[src/rtl/core/fcull_pkg.sv]
// ----------------------------------------------------------------------------
// fcull_pkg
// Shared types and constants for the frustum cull tester.
// ----------------------------------------------------------------------------
package fcull_pkg;

  localparam int NUM_PLANES_DEF  = 6;
  localparam int COORD_WIDTH_DEF = 32;
  localparam int LAST_CORNER     = 7;

  typedef enum logic [1:0] {
    OP_LOAD   = 2'd0,
    OP_POINT  = 2'd1,
    OP_SPHERE = 2'd2,
    OP_BOX    = 2'd3
  } op_t;

  typedef enum logic [1:0] {
    CF_A = 2'd0,
    CF_B = 2'd1,
    CF_C = 2'd2,
    CF_D = 2'd3
  } coeff_t;

  // classified item as it travels from front to back
  typedef struct packed {
    op_t                op;
    logic [2:0]         plane;
    logic [1:0]         coeff;
    logic [31:0]        value;
    logic signed [31:0] cx;
    logic signed [31:0] cy;
    logic signed [31:0] cz;
    logic signed [31:0] ex;
    logic signed [31:0] ey;
    logic signed [31:0] ez;
    logic [31:0]        bias;
    logic [2:0]         last_k;
  } item_t;

endpackage

[src/rtl/core/fcull_front.sv]
// ----------------------------------------------------------------------------
// fcull_front
// Decodes an incoming item: trims coordinates to the coordinate width, folds
// the sphere radius to a bias and sets the number of corners to visit.
// ----------------------------------------------------------------------------
module fcull_front #(
  parameter int COORD_WIDTH = fcull_pkg::COORD_WIDTH_DEF
) (
  input  logic [1:0]         in_op,
  input  logic [2:0]         in_plane_index,
  input  logic [1:0]         in_coeff_index,
  input  logic signed [31:0] in_coeff_value,
  input  logic signed [31:0] in_center_x,
  input  logic signed [31:0] in_center_y,
  input  logic signed [31:0] in_center_z,
  input  logic signed [31:0] in_extent_x,
  input  logic signed [31:0] in_extent_y,
  input  logic signed [31:0] in_extent_z,
  output fcull_pkg::item_t   item
);
  import fcull_pkg::*;

  function automatic logic signed [31:0] trim(input logic [31:0] v);
    logic signed [COORD_WIDTH-1:0] t;
    t = v[COORD_WIDTH-1:0];
    return 32'(t);
  endfunction

  logic signed [31:0] ex_s, ey_s, ez_s;
  op_t                op;

  always_comb begin
    op   = op_t'(in_op);
    ex_s = trim(in_extent_x);
    ey_s = trim(in_extent_y);
    ez_s = trim(in_extent_z);
    item.op     = op;
    item.plane  = in_plane_index;
    item.coeff  = in_coeff_index;
    item.value  = in_coeff_value;
    item.cx     = trim(in_center_x);
    item.cy     = trim(in_center_y);
    item.cz     = trim(in_center_z);
    item.ex     = '0;
    item.ey     = '0;
    item.ez     = '0;
    item.bias   = '0;
    item.last_k = '0;
    unique case (op)
      OP_BOX: begin
        item.ex     = ex_s;
        item.ey     = ey_s;
        item.ez     = ez_s;
        item.last_k = 3'(LAST_CORNER);
      end
      OP_SPHERE: begin
        item.bias = ex_s[31] ? 32'(-ex_s) : 32'(ex_s);
      end
      default: ;
    endcase
  end

endmodule

[config.mk]
export PLATFORM = sky130hd
export DESIGN_NAME = fcull_front
export DESIGN_NICKNAME = d
export VERILOG_FILES = /design/src/rtl/core/fcull_pkg.sv /design/src/rtl/core/fcull_front.sv
export SDC_FILE = /design/constraint.sdc
export NUM_CORES = 1
export LEC_CHECK = 0
export BUFFER_PORTS_ARGS = -buffer_cell sky130_fd_sc_hd__buf_4
export CAP_MARGIN = 20
export CORE_AREA = 10 10 183 185
export DETAILED_ROUTE_END_ITERATION = 16
export DIE_AREA = 0 0 193 195
export GPL_TIMING_DRIVEN = 0
export REMOVE_ABC_BUFFERS = 1
export SLEW_MARGIN = 20
export SYNTH_ARGS = -nofsm -noshare
export SYNTH_HDL_FRONTEND = slang
export SYNTH_SLANG_ARGS = --single-unit
export TNS_END_PERCENT = 1
[constraint.sdc]
create_clock -name vclk -period 2.2
set_input_delay 0.11 -clock vclk [all_inputs]
set_output_delay 0.11 -clock vclk [all_outputs]
set_load 0.05 [all_outputs]
After elaboration in Yosys (flattened, before gate mapping) --
Cells that the tools add are included.
Operators by class: mux-type cells 4, equal/unequal tests 2, $add $sub $neg 1
Operator list (number):
- $mux 96 | 1
- $mux 32 | 2
- $neg 32->32 | 1
- $eq 2x2->1 const B | 2
- $mux 3 | 1
Storage, ports and cells: output and inout port bits 266, register bits 0

Longest topological paths before layout --
word-level depth 3, gate-level depth with buffers 8

Worst setup path before layout --
Ideal clock, no wire load.
kind input -> output, from input in_extent_x[0], to output item[29] (netlist name), stages on the path 8, required time 2.090 ns, setup slack -0.515 ns, buffers on the path 2, data arrival time 2.605 ns, cell sequence inv_1 -> ha_1 -> or3b_2 -> clkbuf_1 -> or3_1 -> buf_2 -> o41ai_1 -> mux2i_1
RTL lines:
- start: declaration | line fcull_front.sv:16 | input logic signed [31:0] in_extent_x,
- end: declaration | line fcull_front.sv:19 | output fcull_pkg::item_t item

==> run_results.csv <==
group,metric,value,unit
setup_path,slowest_stage,"or4_4",
global_route,grt_max_degree,101,
setup_path,criticalPathCategory,"in2out",
die,initial_core_util,8.942,%
placement,port_buffers,231,
placement,gp_congestion,0.7992,
global_route,overflow,0,
route,wl_per_cell,40.90,µm
die,chipWidth,193,µm
route,postRouteAntennaNets,0,
power,switching_share,64.96,%
final_layout,final_nets,709,
die,core-area,30030,µm²
setup_path,arrival,2090,ps
final_layout,areaGrowthSynthToFinish,47.44,%
power,p_int,340.7,µW
power,power_switching,631.7,µW
synth,postSynthAreaPerCell,6.549,µm²
route,wl,35710,µm
setup_path,slowest_delay,600,ps
setup_path,worstSetupEndpointType,"primary output",
setup_path,cp_top_family,"simple AND/OR/NAND/NOR gates",
final_layout,drive_gt1_share,55.16,%
route,via_per_inst,3.624,
synth,syn_area,2685,µm²
die,ios,497,
die,rows,64,
setup_path,crit_required,2090,ps
global_route,grt_pass1_vias,3134,
sta,tightest_slew,830.7,ps
setup_path,cp_cell_sequence,"buf_4 > or4_4 > or3_4 > or4_1 > nand3_2 > buf_8",
power,power_density,245.6,nW/µm²
power,p_leak,2.104,nW
die,die_h,195,µm
sta,layout_min_cycle_time,2199,ps
power,total_power,972.4,µW
route,drt-initial-drc-count,155,
sta,setup_viol,0,
power,pwr-share-clk,0,%
global_route,grtUsageTotal,17.31,%
die,die_area,37640,µm²
worst_hold_path,hp-class,"in2out",
run_status,outcome,"finished clean",
setup_path,critPathMaxFanout,8,
sta,fin_crit_sh,99.93,%
route,drc,0,
final_layout,regArea,0,µm²
placement,hpwl,32260,µm
synth,synth_cells,410,
synth,synth-seq-area-share,0,%
setup_path,crit_buf_inv,2,
final_layout,design.seq.count,0,
sta,drv_slew,0,
sta,rsz0062_at_grt,"yes",
route,num_vias,3164,
power,ir_worst_vdd,0.07247,mV
clock_tree,cts.hold.buffers_added,0,
global_route,antenna_found_initial,0,
setup_path,startpoint_type,"input port",
power,combPwrFrac,100.0,%
sta,slew_headroom,44.62,%
route,dr.pass1.iters,4,
power,seq_power_share,0,%
sta,hold_viol,0,
run,cap_violations,0,
sta,final.setup.worst_slack,1.476,ps
sta,maxClockFrequency,0.4549,GHz
synth,ys_types,28,
synth,yosys_warnings,0,
placement,place_ws,-418.9,ps
final_layout,n_fill_cell,3462,
global_route,grt_pass1_wl,41660,µm
final_layout,num-clock-buffers,0,
-- through the flow --
stage          utilization (%)  instance area [µm²]  hold slack (ps)  TNS (ps)  instances
3_5_place_dp             12.53                 3764            220.5     -5003        866
3_3_place_gp             12.49                 3750            220.5    -10180        865
5_1_grt                  13.17                 3954            220.3    -339.4        871
6_report                 13.18                 3959            220.4         0        873
4_1_cts                  12.96                 3891            220.5    -191.0        869
2_1_floorplan                -                 1520            220.0     -4376        238
-- cells in the final DEF (no fill, tap or decap), types with 2 or more instances in the layout --
cell type	count
o31ai_2	4
nor3_1	2
or4_1	2
and3_1	96
o41ai_1	6
a21oi_1	2
or3_1	6
buf_8	2
mux2i_1	13
or3_4	3
o31ai_4	2
or2_2	2
buf_6	3
or4_4	5
inv_1	2
nand3_2	2
buf_4	231
nor3b_1	4
nand2b_1	13
nand2_1	16
o41ai_2	3
nor2_1	19
o31ai_1	4
xor2_1	14
o21ai_0	8
diode_2	2
-- cells by family after synthesis --
logic type	share of synthesized area, %
and+or+nand+nor	38.54
buffers and inverters	43.66
AOI/OAI and AO/OA	7.596
xor gates and xnor gates	4.893
muxes	4.846
adders and majority gates	0.4659
-- power groups by stage --
stage / Clock (mW) / Sequential, mW / Combinational, mW
6_report: 0.000000000551 / 0 / 0.972
3_3_place_gp: 0 / 0 / 0.946
3_5_place_dp: 0 / 0 / 0.955
5_1_grt: 0 / 0 / 1.03
4_1_cts: 0 / 0 / 0.972
2_1_floorplan: 0 / 0 / 0.516
-- synthesized netlist by cell type (all sizes together), types with 3 or more instances --
cell type / instances / area, µm²
xor2: 14 / 122.6
buf: 142 / 1052
or3: 8 / 50.05
nand3: 3 / 15.01
and3: 96 / 600.6
nor3b: 4 / 30.03
nand2: 16 / 60.06
or4: 7 / 52.55
nor3: 3 / 15.01
nand2b: 14 / 87.58
clkbuf: 30 / 112.6
nor2: 19 / 71.32
o41ai: 9 / 78.83
mux2i: 13 / 130.1
o21ai: 8 / 40.04
o31ai: 10 / 75.07
-- final cells by class --
class / count / area (µm²) / area share [%]
antenna: 2 / 5.005 / 0.1264
tap: 396 / 495.5 / 12.52
multi-input combinational: 237 / 1653 / 41.75
inverter: 2 / 7.507 / 0.1896
timing repair buffer: 236 / 1798 / 45.42
-- timing repair --
action	4_1_cts	5_1_grt
endpoints found under the setup margin	15	15
setup buffers	3	1
pin swaps	4	3
resized for setup	23	9
cloned	0	1
-- worst paths after layout --
path,start,to,slack [ps],depth (start not counted)
worst max-delay path,in_extent_x[11],item[32],1,6
worst min-delay path,in_center_z[22],item[153],220,0
-- routing by layer --
| layer | GRT usage [%] | part of all wire [%] |
|---|---|---|
| met1 | 13.26 | 26 |
| met2 | 24.46 | 40 |
| met3 | 26.37 | 32 |
| met4 | 0.2565 | 0.18 |
| met5 | 6.310 | 0.78 |
(Power assumes the default switching activity.)
