===== config.mk =====
export PLATFORM = sky130hd
export DESIGN_NAME = fcull_queue
export DESIGN_NICKNAME = d
export VERILOG_FILES = /design/src/rtl/core/fcull_pkg.sv /design/src/rtl/core/fcull_queue.sv
export SDC_FILE = /design/constraint.sdc
export NUM_CORES = 1
export LEC_CHECK = 0
export ABC_AREA = 1
export BUFFER_PORTS_ARGS = -buffer_cell sky130_fd_sc_hd__buf_2
export CAP_MARGIN = 20
export CORE_AREA = 2 2 212 214
export CTS_CLUSTER_DIAMETER = 40
export DETAILED_ROUTE_END_ITERATION = 10
export DIE_AREA = 0 0 214 216
export PLACE_DENSITY = 0.72
export REMOVE_ABC_BUFFERS = 1
export SYNTH_ARGS = -nofsm -noshare
export SYNTH_HDL_FRONTEND = slang
export SYNTH_SLANG_ARGS = --single-unit

===== constraint.sdc =====
create_clock -name clk -period 10.4 [get_ports clk]
set_clock_uncertainty 0.1 [all_clocks]
set_input_delay 1.04 -clock clk [delete_from_list [all_inputs] [get_ports clk]]
set_output_delay 1.04 -clock clk [all_outputs]
set_load 0.05 [all_outputs]

===== src/rtl/core/fcull_pkg.sv =====
// ----------------------------------------------------------------------------
// fcull_pkg
// Shared types and constants for the frustum cull tester.
// ----------------------------------------------------------------------------
package fcull_pkg;

  localparam int NUM_PLANES_DEF  = 6;
  localparam int COORD_WIDTH_DEF = 32;
  localparam int LAST_CORNER     = 7;

  typedef enum logic [1:0] {
    OP_LOAD   = 2'd0,
    OP_POINT  = 2'd1,
    OP_SPHERE = 2'd2,
    OP_BOX    = 2'd3
  } op_t;

  typedef enum logic [1:0] {
    CF_A = 2'd0,
    CF_B = 2'd1,
    CF_C = 2'd2,
    CF_D = 2'd3
  } coeff_t;

  // classified item as it travels from front to back
  typedef struct packed {
    op_t                op;
    logic [2:0]         plane;
    logic [1:0]         coeff;
    logic [31:0]        value;
    logic signed [31:0] cx;
    logic signed [31:0] cy;
    logic signed [31:0] cz;
    logic signed [31:0] ex;
    logic signed [31:0] ey;
    logic signed [31:0] ez;
    logic [31:0]        bias;
    logic [2:0]         last_k;
  } item_t;

endpackage


===== src/rtl/core/fcull_queue.sv =====
// ----------------------------------------------------------------------------
// fcull_queue
// Two-entry queue of classified items between front and back.
// ----------------------------------------------------------------------------
module fcull_queue (
  input  logic             clk,
  input  logic             rst_n,
  input  logic             push,
  input  fcull_pkg::item_t wdata,
  output logic             full,
  input  logic             pop,
  output logic             empty,
  output fcull_pkg::item_t rdata
);
  import fcull_pkg::*;

  item_t      mem_r [2];
  logic       wptr_r, wptr_nxt;
  logic       rptr_r, rptr_nxt;
  logic [1:0] cnt_r, cnt_nxt;
  logic       do_push, do_pop;

  assign full    = (cnt_r == 2'd2);
  assign empty   = (cnt_r == 2'd0);
  assign rdata   = mem_r[rptr_r];
  assign do_push = push && !full;
  assign do_pop  = pop && !empty;

  always_comb begin
    wptr_nxt = wptr_r ^ do_push;
    rptr_nxt = rptr_r ^ do_pop;
    cnt_nxt  = cnt_r + 2'(do_push) - 2'(do_pop);
  end

  always_ff @(posedge clk) begin
    if (!rst_n) begin
      wptr_r <= 1'b0;
      rptr_r <= 1'b0;
      cnt_r  <= 2'd0;
    end else begin
      wptr_r <= wptr_nxt;
      rptr_r <= rptr_nxt;
      cnt_r  <= cnt_nxt;
    end
  end

  always_ff @(posedge clk) begin
    if (do_push) begin
      mem_r[wptr_r] <= wdata;
    end
  end

endmodule


# == Word level (Yosys, flattened, before mapping) ==
# Memory sizes are Yosys's and may differ from the RTL's. A register that Yosys moved wholly into a read port is not among the register bits.
# Index checks and enable logic that the tools add are counted.
# totals
regBits,4
ramBits,532
inputBits,270
out_inout_bits,268
wordCells,17
n_memories,1
# mem_list
memory,words,width,read_ports,rd_ports_with_merged_regs,wr,line_no,text
mem_r,2,266,1,1,1,fcull_queue.sv:17,item_t mem_r [2];
# classes
addsub,2
eq_ne,1
n_mux,3
n_bitwise,2
n_reduce_logical,5
# ops
cell,count
$mux W1,3
$add A2 B1 Y2,1
$eq A2 B2 Y1 const B,1
$logic_and A1 B1 Y1,2
$logic_not A1 Y1,2
$logic_not A2 Y1,1
$sub A2 B1 Y2,1
$xor A1 B1 Y1,2

# == Depth between registers and ports, before layout ==
# logic_depth
ltp_word,5
depth_mapped,10
mapped_depth_nobuf,10

# == Worst setup path before layout ==
# Ideal clock, no wire load.
# synth_timing
path_type,input to register
startpoint,input push
endpoint,memory mem_r[1][0] (netlist bit) (enable)
setup_ns,0.663
arrival_time_ns,7.337
required_time_ns,9.637
path_slack_ns,2.301
cell_stages,3
path_buffers,0
cell_sequence,o21ai_0 > inv_1 > ha_1
# synth_between
elab_chain_len,3
# synth_rtl
item,line_no,text
"start, declared",fcull_queue.sv:8,"input logic push,"
$logic_and A1 B1 Y1,fcull_queue.sv:26,assign do_push = push && !full;
$mux W1,fcull_queue.sv:48,if (do_push) begin
$mux W1 (not written as such),fcull_queue.sv:49,mem_r[wptr_r] <= wdata;
"end, declared",fcull_queue.sv:17,
# No other way between the ends.

==> run_results.csv <==
group,metric,value,unit
run_status,status,"finished, final reports clean",
synthesis,synth_seq_cells,537,
critical_path,cp-end-kind,"primary output",
hold_path,hold_class,"reg -> reg",
critical_path,worstPathArrival,3.59,ns
drt,drt_iter0_drc,728,
pwr,leakagePower,10.20,nW
drt,wl,43080,um
timing,worst_slew_pin_slew,1.215,ns
timing,max_freq,211.5,MHz
synthesis,yosysSeqAreaShare,78.39,%
floorplan,dieHeight,216,um
timing,rsz0062_at_grt,"false",
placement,placedCellCount,1971,
drt,dr_total_vias,10220,
drt,drc,0,
layout,finalNonFillerCells,2105,
synthesis,yosys-top-cells-area,"edfxtp_1 78%, mux2_4 18%, mux2_2 1.4%",
timing,hold_violations,0,
pwr,vdd_drop_max,0.0002105,V
synthesis,synth.avg_cell_area,23.71,sq um
placement,gp_congestion,0.8120,
synthesis,synth.top_cell.area_share,77.90,%
layout,finish.utilization,59.24,%
critical_path,startpoint_type,"flop",
drt,detail_route.first_pass.iterations,4,
timing,hold-worst-slack,0.4158,ns
synthesis,synth_warnings,0,
clocking,cts_resized,0,
layout,nNetsFinal,1724,
drt,antenna_left,0,
layout,multi_input_area,4044,sq um
clocking,cts_root_buf,"clkbuf_16",
clocking,cts_buffers,69,
floorplan,dieArea,46220,sq um
floorplan,die_w,214,um
placement,place_hpwl,29480,um
clocking,cts_hold_buf,0,
global_routing,grt_pass1_wl,62850,um
floorplan,rows,77,
clocking,clkLatencyLatePin,0.57,ns
critical_path,cp_max_fo,61,
critical_path,critical_path_required,9.26,ns
placement,port_buffers,537,
critical_path,path_class,"reg -> out",
timing,drv_slew,0,
drt,routedWlPerCell,20.47,um
layout,drive_gt1_share,61.28,%
clocking,cts.clk_slew.worst_paths,0.05,ns
global_routing,antenna_found_initial,13,
clocking,cts.path.max_buffers,3,
timing,setup_violations,0,
global_routing,grt_max_degree,154,
layout,syn_to_final_growth,26.63,%
timing,slew_headroom,19.00,%
synthesis,netlist_instances,865,
floorplan,core-area,43840,sq um
synthesis,yosysTopAreaCell,"edfxtp_1",
timing,finalSetupTns,0,ns
clocking,cts_setup_buffers,0,
layout,regArea,16080,sq um
synthesis,ys_types,15,
timing,period_needed,4.729,ns
floorplan,ios,538,
clocking,cts.sink_count,537,
global_routing,grt_util_all_layers,18.13,%
synthesis,synthesis.area,20510,sq um
floorplan,start_util,46.78,%
global_routing,grt_overflow_total,0,
drt,viasPerCell,4.855,
clocking,cts_tree,"done",
clocking,htreeDepth,3,
layout,num-fill-cells,3221,
pwr,power_density,305.0,nW/um^2
timing,fin_crit_sh,45.47,%
job,maxCapViolations,0,
placement,placed_cell_area,23680,sq um
global_routing,first_global_vias,10690,
layout,final_cell_area,25970,sq um
## cell families (layout without fill, tap and decap cells)
| group | after synthesis | after routing | synth area share (%) |
|---|---|---|---|
| multiplexers | 266 | 266 | 19.00 |
| AND/OR/NAND/NOR | 16 | 16 | 0.3051 |
| adder cells (fa/ha/maj) | 4 | 4 | 0.2441 |
| flip-flops | 537 | 537 | 78.39 |
| buffers and inverters | 40 | 678 | 2.013 |
| other | 0 | 10 | 0 |
| AO/OA/AOI/OAI | 2 | 2 | 0.04876 |
## critical path, stage by stage, from the launching register on
cell and delay (ns):
dfxtp_4 0.74, buf_4 0.67, buf_4 0.89, mux2_2 0.41, buf_2 0.21
## stage by stage
step	total power, mW	setup slack [ns]
2_1_floorplan	5.516	-1.542
6_report	7.920	5.671
4_1_cts	8.002	5.612
5_1_grt	8.193	5.485
3_3_place_gp	5.667	6.291
3_5_place_dp	5.696	6.233
## power breakdown
part | switching, mW | leakage (nW) | total (mW) | internal, mW
Clock | 0.891 | 1.10 | 2.29 | 1.40
Combinational | 1.88 | 4.09 | 2.70 | 0.820
Sequential | 0.114 | 5.01 | 2.93 | 2.82
## cells in the final DEF (no fill, tap or decap), types with 2 or more instances in the layout
| master | instances |
|---|---|
| buf_12 | 3 |
| buf_2 | 537 |
| buf_4 | 4 |
| bufinv_16 | 5 |
| clkbuf_1 | 7 |
| clkbuf_16 | 71 |
| clkinv_1 | 9 |
| clkinv_2 | 5 |
| clkinv_4 | 9 |
| clkinvlp_4 | 4 |
| dfxtp_1 | 4 |
| diode_2 | 10 |
| edfxtp_1 | 532 |
| ha_1 | 2 |
| ha_4 | 2 |
| inv_1 | 10 |
| inv_6 | 8 |
| inv_8 | 5 |
| mux2_2 | 26 |
| mux2_4 | 240 |
| nand2_1 | 6 |
| nand3_1 | 2 |
| nor2_1 | 8 |
## worst paths after layout
path,from,to,slack [ns],cells past startpoint
setup / recovery,flop,rdata[19],5.67,4
hold / removal,rptr_r,flop,0.42,2
setup reg to reg,cnt_r[1],mem_r[1][28],7.54,5
hold reg to reg,rptr_r,flop,0.42,2
## Yosys cell counts
| cell type | number |
|---|---|
| edfxtp_1 | 532 |
| mux2_4 | 240 |
| mux2_2 | 26 |
| buf_6 | 16 |
| buf_8 | 11 |
| inv_1 | 10 |
| nor2_1 | 8 |
| nand2_1 | 6 |
| dfxtp_1 | 5 |
| ha_1 | 4 |
| buf_2 | 2 |
| nand3_1 | 2 |
| a21oi_1 | 1 |
| buf_12 | 1 |
| o21ai_0 | 1 |
## layout make-up
cell class | instances | share of cell area, %
inverters | 10 | 0.1446
flip-flops and latches | 537 | 61.92
diodes | 10 | 0.09637
multi-input cells | 288 | 15.57
clock buffers | 78 | 6.943
well taps | 592 | 2.852
clock inverters | 46 | 1.773
repair buffers | 544 | 10.70
## per-layer routing
| metal | track usage (%) | wire, um | up-vias | part of all wire, % |
|---|---|---|---|---|
| met4 | 8.858 | 1622 | 8 | 3.8 |
| met3 | 6.526 | 3495 | 112 | 8.1 |
| met2 | 31.21 | 22230 | 415 | 52 |
| met1 | 19.93 | 15690 | 5046 | 36 |
| li1 | - | - | 4638 | - |
| met5 | 0 | 48 | - | 0.11 |
## state kept, by name (all words and copies together) (netlist names), named ones only
name / cells
cnt_r: 2
mem_r: 532
rptr_r: 1
wptr_r: 1
Power figures use the tool's default switching activity.
